`src/design/rlcmc_pkg.sv`:
```
// ----------------------------------------------------------------------------
// rlcmc_pkg
// Shared types, constants and helpers for the run-length constrained
// minimum repaint cost block.
// ----------------------------------------------------------------------------
`default_nettype none

package rlcmc_pkg;

   localparam int MAX_RUN    = 64;
   localparam int GROUP      = 8;
   localparam int NUM_GROUPS = MAX_RUN / GROUP;
   localparam int COST_W     = 21;
   localparam int PIX_W      = 11;
   localparam int RUN_W      = 7;
   localparam int CSR_IDX_W  = 1;

   localparam logic [CSR_IDX_W-1:0] CSR_MIN_RUN = 1'b0;
   localparam logic [CSR_IDX_W-1:0] CSR_MAX_RUN = 1'b1;

   typedef logic [COST_W-1:0] cost_type;

   localparam cost_type COST_INF = '1;

   typedef struct packed {
      logic             first_column;
      logic             last_column;
      logic [PIX_W-1:0] black_pixels;
      logic [PIX_W-1:0] white_pixels;
   } req_type;

   typedef struct packed {
      logic [COST_W-1:0] min_cost;
      logic              no_solution;
   } rsp_type;

   typedef struct packed {
      logic init;
      logic shift;
   } cell_ctrl_type;

   // saturating add; infinity stays infinity
   function automatic cost_type sat_add(cost_type a, logic [PIX_W-1:0] b);
      logic [COST_W:0] s;
      s = {1'b0, a} + {{(COST_W + 1 - PIX_W){1'b0}}, b};
      if (a == COST_INF || s >= {1'b0, COST_INF}) begin
         return COST_INF;
      end
      return s[COST_W-1:0];
   endfunction

   function automatic cost_type min2(cost_type a, cost_type b);
      return (a < b) ? a : b;
   endfunction

endpackage

`default_nettype wire

```
`src/design/rlcmc_cell.sv`:
```
// ----------------------------------------------------------------------------
// rlcmc_cell
// One run length slot: holds the best white-ending and black-ending cost and
// takes its neighbor's cost plus this column's repaint cost on a shift.
// ----------------------------------------------------------------------------
`default_nettype none

module rlcmc_cell (
   input  wire logic                        clock,
   input  wire logic                        reset,
   input  wire rlcmc_pkg::cell_ctrl_type    ctrl,
   input  wire rlcmc_pkg::cost_type         init_w,
   input  wire rlcmc_pkg::cost_type         init_b,
   input  wire rlcmc_pkg::cost_type         feed_w,
   input  wire rlcmc_pkg::cost_type         feed_b,
   input  wire logic [rlcmc_pkg::PIX_W-1:0] add_w,
   input  wire logic [rlcmc_pkg::PIX_W-1:0] add_b,
   input  wire logic                        ext_ok,
   input  wire logic                        in_window,
   output rlcmc_pkg::cost_type              cost_w,
   output rlcmc_pkg::cost_type              cost_b,
   output rlcmc_pkg::cost_type              win_w,
   output rlcmc_pkg::cost_type              win_b
);

   rlcmc_pkg::cost_type w_ff, w_in;
   rlcmc_pkg::cost_type b_ff, b_in;

   always_comb begin
      w_in = w_ff;
      b_in = b_ff;
      if (ctrl.init) begin
         w_in = init_w;
         b_in = init_b;
      end else if (ctrl.shift) begin
         w_in = ext_ok ? rlcmc_pkg::sat_add(feed_w, add_w) : rlcmc_pkg::COST_INF;
         b_in = ext_ok ? rlcmc_pkg::sat_add(feed_b, add_b) : rlcmc_pkg::COST_INF;
      end
   end

   always_ff @(posedge clock) begin
      if (reset) begin
         w_ff <= rlcmc_pkg::COST_INF;
         b_ff <= rlcmc_pkg::COST_INF;
      end else begin
         w_ff <= w_in;
         b_ff <= b_in;
      end
   end

   assign cost_w = w_ff;
   assign cost_b = b_ff;
   assign win_w  = in_window ? w_ff : rlcmc_pkg::COST_INF;
   assign win_b  = in_window ? b_ff : rlcmc_pkg::COST_INF;

endmodule

`default_nettype wire

```
`config.mk`:
```
export PLATFORM = sky130hd
export DESIGN_NAME = rlcmc_cell
export DESIGN_NICKNAME = d
export VERILOG_FILES = /design/src/design/rlcmc_pkg.sv /design/src/design/rlcmc_cell.sv
export SDC_FILE = /design/constraint.sdc
export NUM_CORES = 1
export LEC_CHECK = 0
export BUFFER_PORTS_ARGS = -buffer_cell sky130_fd_sc_hd__buf_4
export CAP_MARGIN = 0
export CORE_UTILIZATION = 40
export CTS_BUF_LIST = sky130_fd_sc_hd__clkbuf_8
export DETAILED_ROUTE_END_ITERATION = 10
export PLACE_DENSITY_LB_ADDON = 0.1
export RECOVER_POWER = 25
export REMOVE_ABC_BUFFERS = 1
export SLEW_MARGIN = 20
export SYNTH_ARGS = -nofsm -noshare
export SYNTH_HDL_FRONTEND = slang
export SYNTH_SLANG_ARGS = --single-unit
```
`constraint.sdc`:
```
create_clock -name clock -period 3 [get_ports clock]
set_input_delay 0.6 -clock clock [delete_from_list [all_inputs] [get_ports clock]]
set_output_delay 0.6 -clock clock [all_outputs]
set_load 0.005 [all_outputs]
```
==> parameters.txt, run 1 <==
Parameter                              Value

Run status
  Result of the run    completed

Global route
  Overall Global Routing Usage    23.77%
  Antenna violations before repair    0
  Total congestion overflow    0
  Global-route wire length before repair    18,760 um
  Number of global-route vias before repair    3,927
  Maximum number of pins on one net before global-route repair    86

Placed design
  Place WS    0.001021 ns
  Total half-perimeter wirelength after legalization and detailed placement    8534 um
  I/O Buffers    195
  Placer's final routability congestion estimate    0.8523

Power
  Peak supply drop    0.0001870 V
  Switching power of the nets    0.5630 mW
  Relative contribution of the clock network to total power    25.9%
  Portion of total power attributed to combinational logic    38.3%
  Power per cell area    335.2 nW/um^2
  Part of the power in registers    35.7%
  Net switching share of the total power    31.95%
  Leakage    2.302 nW
  Internal Power    1.199 mW

Finish
  Nets    800
  Leading cell types in the layout, fill and taps excluded    170 x buf_4, 58 x a21oi_1, 44 x nand2b_1, 42 x dfxtp_1, 37 x o21ai_0
  Most common cell after layout, fill and taps aside    buf_4
  Share of cells above drive strength 1    33.38%
  Antenna cells    0
  Area growth, synth to finish    44.91%

Clocking
  Clock root buffer master    clkbuf_8
  CTS clk-pin slew, worst paths    0.09 ns
  Clock tree sinks    42
  Worst-Skew Late Latency    0.29 ns
  Maximum buffer depth of the clock tree    2
  Inserted Clock Buffers    5
  Total of cells resized after clock tree synthesis    0
  # H-tree levels    2
  Post-CTS Setup Bufs    0
  CTS Hold Buffers Added    0
  TritonCTS clock tree    yes

Floorplan
  IO Count    196
  Row count    34
  Floorplan die height    97.23 um
  Die area    9453 um^2
  Core outline area    8763 um^2
  Initial standard-cell utilization of the core    41.39%
  Die X-Extent    97.23 um

Synth
  Most common flop cell mapped by yosys    dfxtp_1
  Synthesized area per cell    7.479 um^2
  Leading area contributor after synthesis    dfxtp_1
  Fraction of registers with async set or reset after synthesis    0%
  Number of different library cells in the post-synthesis netlist    57
  Top-area cell type share of the netlist area    23.18%
  Cell types with the largest area share after synthesis    dfxtp_1 23%, a21oi_1 8.0%, ha_1 7.6%
  Fraction of the yosys area taken by sequential cells    23.18%
  Post-Syn Instances    485
  Area of the mapped netlist    3627 um^2
  Synthesized flop and latch total    42
  Number of flops mapped to enable cells by yosys    0
  Count of synthesis-stage warnings from yosys    0

STA
  Number of setup violations in the final report    0
  Slew HR    46.35%
  Number of max-slew violations in the final report    0
  Period minus WS final    2.709 ns
  Max Clock Freq    0.3692 GHz
  Slew at the pin with the worst max-slew slack    0.8048 ns
  Final hold violation count    0
  Clock skew after layout    0 ns
  Sum of negative setup slack    0 ns
  Setup repair after global routing missed its margin    false
  Final Cycle Share    90.28%
  Crit path setup slack, layout    0.2915 ns

Route
  Remaining antenna violation count    0
  Number of DRC violations after detailed-routing iteration 0    158
  Post-DR wirelength/cell    14.77 um
  Post-route DRC violation count    0
  Drt pass-1 iters    4
  Total length of routed wires    11,420 um
  Mean number of vias per cell    5.453
  Number of vias after detailed routing    4,215

Critical path
  Length in cells of the worst reg-to-reg path    4
  Critical-path maximum fanout    9
  Critical path start-end classification    primary input to flop
  Critical path data required time    3.19 ns
  Worst setup EP type    flop
  Kind of launch point of the worst setup path    primary input
  Signal arrival time at the worst endpoint    2.90 ns

Worst hold path
  Class of the worst hold path    flop to flop
  Hold path depth    1

Flow run
  Max-cap violation count    0
[area by class of cell]
class / instances / area (um^2)
sequential: 42 / 840.8
fill: 859 / 3507
inverter: 9 / 33.78
clock inverter: 3 / 40.04
tap: 108 / 135.1
multi-input combinational: 405 / 2633
clock buffer: 5 / 68.82
timing repair buffer: 201 / 1505
[stage by stage]
stage / cell area [um^2] / hold slack [ns] / std cells / total power [mW] / util, %
3_3_place_gp: 5151 / 0.4683 / 765 / 1.310 / 58.78
2_1_floorplan: 3507 / 0.4745 / 456 / 0.9710 / -
6_report: 5256 / 0.4911 / 773 / 1.762 / 59.98
4_1_cts: 5260 / 0.4957 / 773 / 1.787 / 60.02
3_5_place_dp: 5151 / 0.4726 / 765 / 1.320 / 58.78
5_1_grt: 5256 / 0.4961 / 773 / 1.884 / 59.98
[power by group through the flow]
stage / clock network [mW] / logic (mW) / registers (mW)
after floorplan: 0 / 0.330 / 0.641
after global placement: 0 / 0.668 / 0.642
after detailed placement: 0 / 0.676 / 0.644
after CTS: 0.476 / 0.680 / 0.631
after global routing: 0.499 / 0.747 / 0.638
final: 0.457 / 0.676 / 0.630
[kinds of logic (layout without fill, tap and decap cells)]
group | after synthesis | in the layout | share of synthesized area (%)
multiplexers | 2 | 2 | 0.5864
flip-flops | 42 | 42 | 23.18
XOR/XNOR | 24 | 24 | 5.795
buffers and inverters | 38 | 218 | 4.243
AO/OA/AOI/OAI | 187 | 187 | 33.56
adder cells (fa/ha/maj) | 24 | 24 | 8.693
AND/OR/NAND/NOR | 168 | 168 | 23.94
[synthesized netlist by cell type (2+ instances only)]
master / count
a211o_1: 5
a21boi_0: 3
a21o_1: 8
a21oi_1: 58
a21oi_2: 2
a221oi_1: 3
a311oi_1: 4
a31oi_1: 5
a41oi_1: 2
and2_1: 3
and3_1: 6
and4_1: 2
buf_1: 2
buf_2: 3
clkbuf_1: 23
dfxtp_1: 42
fa_1: 2
ha_1: 22
inv_1: 9
nand2_1: 30
nand2b_1: 44
nand3_1: 14
nand3b_1: 2
nand4_1: 7
nor2_1: 33
nor2b_1: 2
nor3_1: 18
nor3b_1: 3
o2111ai_1: 2
o211ai_1: 2
o21a_1: 12
o21ai_0: 37
o21bai_1: 2
o22ai_1: 18
o31ai_1: 9
o31ai_2: 2
or2_2: 2
xnor2_1: 13
xor2_1: 11
[routing by layer]
| layer | share of wire (%) | vias to the layer above | global-route usage (%) |
|---|---|---|---|
| met5 | 0 | - | 0 |
| met4 | 0.68 | 0 | 5.430 |
| met3 | 6.8 | 6 | 4.604 |
| met2 | 45 | 144 | 38.62 |
| met1 | 47 | 1920 | 32.51 |
| li1 | - | 2145 | - |
[worst paths after layout]
kind	from	endpoint	slack (ns)
worst max register to register	cost_w[20]	cost_w[20]	1.91
worst max-delay path	feed_b[0]	cost_b[20]	0.29
worst min-delay path	cost_b[4]	cost_b[4]	0.49
worst min register to register	cost_b[4]	cost_b[4]	0.49
[worst max-delay path: stages]
cell and delay [ns]:
buf_4 0.11, ha_1 0.21, fa_1 0.42, a21o_1 0.23
a221oi_2 0.41, o21bai_2 0.18, a21oi_4 0.29, nor3b_1 0.11
xor2_1 0.15, o21a_1 0.19
[sequential cells by signal, indices dropped and copies added, names as in the netlist]
signal,cells
cost_b,21
cost_w,21
Note: power is estimated with default switching activity, not from simulation.
==> run 2, diff against run 1 <==
- ABC_AREA: default -> 1
==> run 2 against run 1 <==
Effect of this change: sequential power grew 2%; die area increased by 42%; fmax up 6.7%; non-clock buffer count increased by 2; worst hold slack better by 0.011 ns; combinational power up 30%; wire length up 41%.
==> parameters.txt, run 2 <==
Parameter                              Value

Route
  Mean number of vias per cell    4.816
  Number of DRC violations after detailed-routing iteration 0    300
  Post-DR wirelength/cell    12.36 um
  Number of vias after detailed routing    6,280
  Drt pass-1 iters    5
  Remaining antenna violation count    0
  Total length of routed wires    16,120 um
  Post-route DRC violation count    0

STA
  Clock skew after layout    0 ns
  Sum of negative setup slack    0 ns
  Slew HR    65.97%
  Period minus WS final    2.537 ns
  Number of setup violations in the final report    0
  Final hold violation count    0
  Final Cycle Share    84.58%
  Slew at the pin with the worst max-slew slack    0.5058 ns
  Max Clock Freq    0.3941 GHz
  Final Hold Slack    0.5021 ns
  Setup repair after global routing missed its margin    false
  Number of max-slew violations in the final report    0

Flow run
  Max-cap violation count    0

Worst hold path
  Class of the worst hold path    flop to flop
  Worst hold path endpoint    cost_w[13]
  Min-Delay Startpoint    cost_w[13]
  Hold path depth    2

Floorplan
  Core outline area    12,620 um^2
  IO Count    196
  Row count    41
  Floorplan die height    115.7 um
  Die area    13,390 um^2
  Initial standard-cell utilization of the core    40.98%
  Die X-Extent    115.7 um

Power
  Power per cell area    286.7 nW/um^2
  Power consumption    1.972 mW
  Leakage    3.919 nW
  Peak supply drop    0.0002719 V

Critical path
  Worst path buffer plus inverter count    2
  Critical path start-end classification    primary input to flop
  Kind of launch point of the worst setup path    primary input
  Series of cell instances along the critical path    buf_4 > ha_1 > fa_1 > nand3_1 > nand3_1 > nand3_1 > nand3_2 > nand2_1 > nand2_1 > nand2_1 > nand2_1 > nor2_1 > nand3_2 > buf_12 > nand3_2 > nand2_1 > nand2_1
  Cell mode on critical path    nand2_1
  Launch instance of the worst register-to-register path    cost_b[0]
  Critical path data required time    3.24 ns
  End of the worst register-to-register path    cost_b[0]
  Critical Path Slowest Stage Cell    fa_1
  Signal arrival time at the worst endpoint    2.78 ns
  Max incr delay on CP    0.40 ns
  Worst setup EP type    flop
  Length in cells of the worst reg-to-reg path    2
  Register-to-register path setup slack    2.34 ns
  Critical-path maximum fanout    21
  Kind of cell with the highest combined delay on the critical path    simple AND/OR/NAND/NOR gates

Synth
  Fraction of registers with async set or reset after synthesis    0%
  Number of flops mapped to enable cells by yosys    0
  Count of synthesis-stage warnings from yosys    0
  Cell types with the largest area share after synthesis    nand2_1 24%, dfxtp_1 16%, nor2_1 11%
  Leading area contributor after synthesis    nand2_1
  Leading cell types by count after synthesis    332 x nand2_1, 155 x nor2_1, 137 x inv_1
  Most common cell in the netlist    nand2_1
  Fraction of the yosys area taken by sequential cells    16.26%
  Area of the mapped netlist    5171 um^2
  Most common flop cell mapped by yosys    dfxtp_1
  Synthesized flop and latch total    42
  Number of different library cells in the post-synthesis netlist    34
  Synthesized area per cell    5.404 um^2
  Post-Syn Instances    957
  Top-area cell type share of the netlist area    24.10%

Clocking
  Worst-Skew Late Latency    0.29 ns
  Inserted Clock Buffers    5
  Clock root buffer master    clkbuf_8
  # H-tree levels    2
  TritonCTS clock tree    yes
  CTS clk-pin slew, worst paths    0.08 ns
  Post-CTS Setup Bufs    0
  Maximum buffer depth of the clock tree    2
  CTS Hold Buffers Added    0
  Clock tree sinks    42
  Total of cells resized after clock tree synthesis    0

Global route
  Overall Global Routing Usage    24.08%
  Global-route wire length before repair    25,760 um
  Maximum number of pins on one net before global-route repair    85
  Number of global-route vias before repair    5,812
  Total congestion overflow    0
  Antenna violations before repair    0

Placed design
  Total half-perimeter wirelength after legalization and detailed placement    12,970 um
  I/O Buffers    195
  Placer's final routability congestion estimate    0.9067

Finish
  Area growth, synth to finish    33.00%
  Share of cells above drive strength 1    24.03%
  Antenna cells    0
  Nets    1,267
  Most common cell after layout, fill and taps aside    nand2_1
  Leading cell types in the layout, fill and taps excluded    332 x nand2_1, 169 x buf_4, 154 x nor2_1, 138 x inv_1, 64 x a21oi_1

Run status
  Result of the run    completed
## run 2: cell types whose count changed after synthesis, sizes merged, moves of 12 or more
cell,delta
nand2,+308
inv,+131
nor2,+130
nand3,+82
nand2b,-44
o21ai,-39
o22ai,-18
nor3,-12
o21a,-12
## run 2: worst max path at each step
| stage | cells past startpoint | start | to |
|---|---|---|---|
| floorplan | 4 | ctrl[0] | cost_b[0] |
| global placement | 16 | feed_b[0] | cost_b[8] |
| detailed placement | 17 | feed_b[0] | cost_b[14] |
| CTS | 17 | feed_b[0] | cost_b[14] |
| global route | 16 | feed_b[0] | cost_b[14] |
| finish | 17 | feed_b[0] | cost_b[14] |
## run 2: cell type report
class | instances | area (um^2)
fillers | 1482 | 5742
well taps | 172 | 215.2
multi-input cells | 738 | 3621
clock buffers | 5 | 68.82
clock inverters | 3 | 41.29
flip-flops and latches | 42 | 840.8
repair buffers | 203 | 1562
inverters | 141 | 529.3
## run 2: report_power, final
part           switching [mW]  internal, mW  total, mW  leakage (nW)
Clock                   0.207         0.245      0.452        0.0556
Combinational           0.485         0.393      0.879          3.51
Sequential             0.0385         0.603      0.641         0.350
## run 2: cells by family (layout without fill, tap and decap cells)
| logic type | after synthesis | count (layout) | share of synthesized area (%) |
|---|---|---|---|
| simple gates | 632 | 632 | 54.49 |
| xor+xnor | 8 | 8 | 1.355 |
| buf+inv | 177 | 352 | 13.86 |
| compound gates | 74 | 74 | 7.936 |
| flops | 42 | 42 | 16.26 |
| fa+ha+maj | 24 | 24 | 6.097 |
## run 2: through the flow
stage / setup WS, ns / cell area, um^2 / cells / utilization [%]
floorplan: -0.5670 / 4984 / 921 / -
global placement: 0.1959 / 6768 / 1296 / 53.63
detailed placement: 0.1507 / 6768 / 1296 / 53.63
CTS: 0.4584 / 6878 / 1304 / 54.50
global route: 0.2664 / 6878 / 1304 / 54.50
finish: 0.4626 / 6878 / 1304 / 54.50
## run 2: metal layers
layer	global-route usage (%)	routed length, um
met5	0	0
met4	9.316	587
met3	3.295	796
met2	45.43	7948
met1	27.27	6784
## run 2: worst reg2reg max path, stage by stage, from the launching register on
cell and delay, ns:
dfxtp_1 0.35, a21oi_1 0.15, nand2_1 0.06
==> run 3, diff against run 2 <==
- ABC_AREA: 1 -> 0
- clock period: 3 -> 2.6 ns (I/O delays scaled with it)
==> run 3 against run 2 <==
Effect of this change: total power rose by 2.0%; critical path depth shrank 7; first-iteration DRC count down 56%; sequential share of layout area is 3.3 points higher; worst hold slack lost 0.077 ns.
==> parameters.txt, run 3 (synthesized netlist as in run 1, its figures left out) <==
Parameter                              Value

Global route
  Total congestion overflow    0
  Maximum number of pins on one net before global-route repair    55
  Number of global-route vias before repair    3,975
  Overall Global Routing Usage    23.98%
  Global-route wire length before repair    18,840 um
  Antenna violations before repair    0

Placed design
  Dpl cell area    5291 um^2
  I/O Buffers    195
  Total half-perimeter wirelength after legalization and detailed placement    8939 um
  Placer's final routability congestion estimate    0.9047

STA
  Final hold violation count    0
  Final Hold Slack    0.4246 ns
  Slew HR    62.78%
  Setup repair after global routing missed its margin    false
  Slew at the pin with the worst max-slew slack    0.5545 ns
  Clock skew after layout    0 ns
  Number of setup violations in the final report    0
  Max Clock Freq    0.4135 GHz
  Number of max-slew violations in the final report    0
  Final Cycle Share    93.02%
  Period minus WS final    2.419 ns

Critical path
  Critical path data required time    2.78 ns
  Signal arrival time at the worst endpoint    2.59 ns
  Worst setup EP type    flop
  Worst path buffer plus inverter count    1
  Max incr delay on CP    0.40 ns
  Series of cell instances along the critical path    buf_4 > ha_1 > fa_1 > a21o_1 > a221oi_4 > o21bai_2 > a21oi_4 > nor3_1 > nor3_1 > o31ai_2
  Critical Path Slowest Stage Cell    fa_1
  Cell mode on critical path    nor3_1
  Kind of launch point of the worst setup path    primary input
  Kind of cell with the highest combined delay on the critical path    compound AO/OA/AOI/OAI gates
  Critical-path maximum fanout    5
  Critical path start-end classification    primary input to flop

Floorplan
  Die area    9453 um^2
  Initial standard-cell utilization of the core    41.39%
  Core outline area    8763 um^2
  IO Count    196
  Die X-Extent    97.23 um
  Floorplan die height    97.23 um
  Row count    34

Clocking
  TritonCTS clock tree    yes
  CTS Hold Buffers Added    0
  Worst-Skew Late Latency    0.29 ns
  Total of cells resized after clock tree synthesis    0
  Inserted Clock Buffers    5
  CTS clk-pin slew, worst paths    0.09 ns
  Clock tree sinks    42
  Post-CTS Setup Bufs    0
  Clock root buffer master    clkbuf_8
  # H-tree levels    2
  Maximum buffer depth of the clock tree    2

Finish
  Summed area of non-filler cells in the final layout    5399 um^2
  Nets    818
  Antenna cells    0
  Share of cells above drive strength 1    34.99%
  Area growth, synth to finish    48.84%
  Leading cell types in the layout, fill and taps excluded    186 x buf_4, 58 x a21oi_1, 44 x nand2b_1, 42 x dfxtp_1, 37 x o21ai_0
  Most common cell after layout, fill and taps aside    buf_4
  Final core utilization    61.61%
  Fillers    846

Route
  Number of DRC violations after detailed-routing iteration 0    133
  Post-DR wirelength/cell    14.97 um
  Mean number of vias per cell    5.499
  Number of vias after detailed routing    4,350
  Drt pass-1 iters    4
  Remaining antenna violation count    0
  Post-route DRC violation count    0
  Total length of routed wires    11,840 um

Power
  Net switching share of the total power    33.34%
  Relative contribution of the clock network to total power    22.8%
  Leakage    2.383 nW
  Part of the power in registers    36.2%
  Portion of total power attributed to combinational logic    41.0%
  Power per cell area    372.6 nW/um^2
  Switching power of the nets    0.6707 mW
  Internal Power    1.341 mW
  Peak supply drop    0.0002366 V

Run status
  Result of the run    completed

Flow run
  Max-cap violation count    0

Worst hold path
  Class of the worst hold path    primary input to flop
run 3: changes by cell type in the layout (fill, tap and decap cells not counted), sizes merged, moves of 11 or more:
cell	delta
buf	+15
inv	-131
nand2	-308
nand2b	+44
nand3	-82
nor2	-130
nor3	+12
o21a	+12
o21ai	+39
o22ai	+18
o31ai	+11
run 3: final timing paths:
| check | from | to | slack [ns] | cells after the start |
|---|---|---|---|---|
| max | feed_b[0] | cost_b[14] | 0.18 | 10 |
| min | init_b[11] | cost_b[11] | 0.42 | 2 |
| max reg2reg | cost_w[20] | cost_w[20] | 1.51 | 4 |
| min reg2reg | cost_b[4] | cost_b[4] | 0.53 | 1 |
run 3: per-stage QoR:
stage | std cells | power, mW | setup TNS [ns] | setup WS, ns
final | 791 | 2.012 | 0 | 0.1814
after global routing | 791 | 2.134 | 0 | 0.04716
after CTS | 790 | 2.017 | 0 | 0.1021
after detailed placement | 782 | 1.559 | -1.072 | -0.2059
after global placement | 782 | 1.544 | -0.7532 | -0.1730
after floorplan | 456 | 1.120 | 0 | 0.05777
run 3: worst register-to-register path: stages (launching register included):
cell and delay [ns]:
dfxtp_1 0.34, nor2_1 0.10, nor2_1 0.06, a221o_1 0.35, a21o_1 0.15
run 3: layout make-up:
cell class                 instances  area, um^2  share of cell area [%]
clock buffer                       6       82.58                   1.530
clock inverter                     2       8.758                  0.1622
inverter                           9       33.78                  0.6257
multi-input combinational        406        2653                   49.13
sequential                        42       840.8                   15.57
tap                              108       135.1                   2.503
timing repair buffer             218        1645                   30.48
run 3: routing by layer:
metal  GRT usage, %  vias up  share of wire, %
met5              0        -                 0
met4          3.394        0              0.25
met3          4.820        2               7.5
met2          40.85      154                46
met1          31.99     2011                46
li1               -     2183                 -
run 3: power groups by stage:
stage               logic, mW  clock network [mW]  registers [mW]
detailed placement      0.816                   0           0.743
global placement        0.803                   0           0.741
global route            0.906               0.493           0.735
finish                  0.826               0.458           0.728
CTS                     0.821               0.468           0.729
floorplan               0.381                   0           0.740
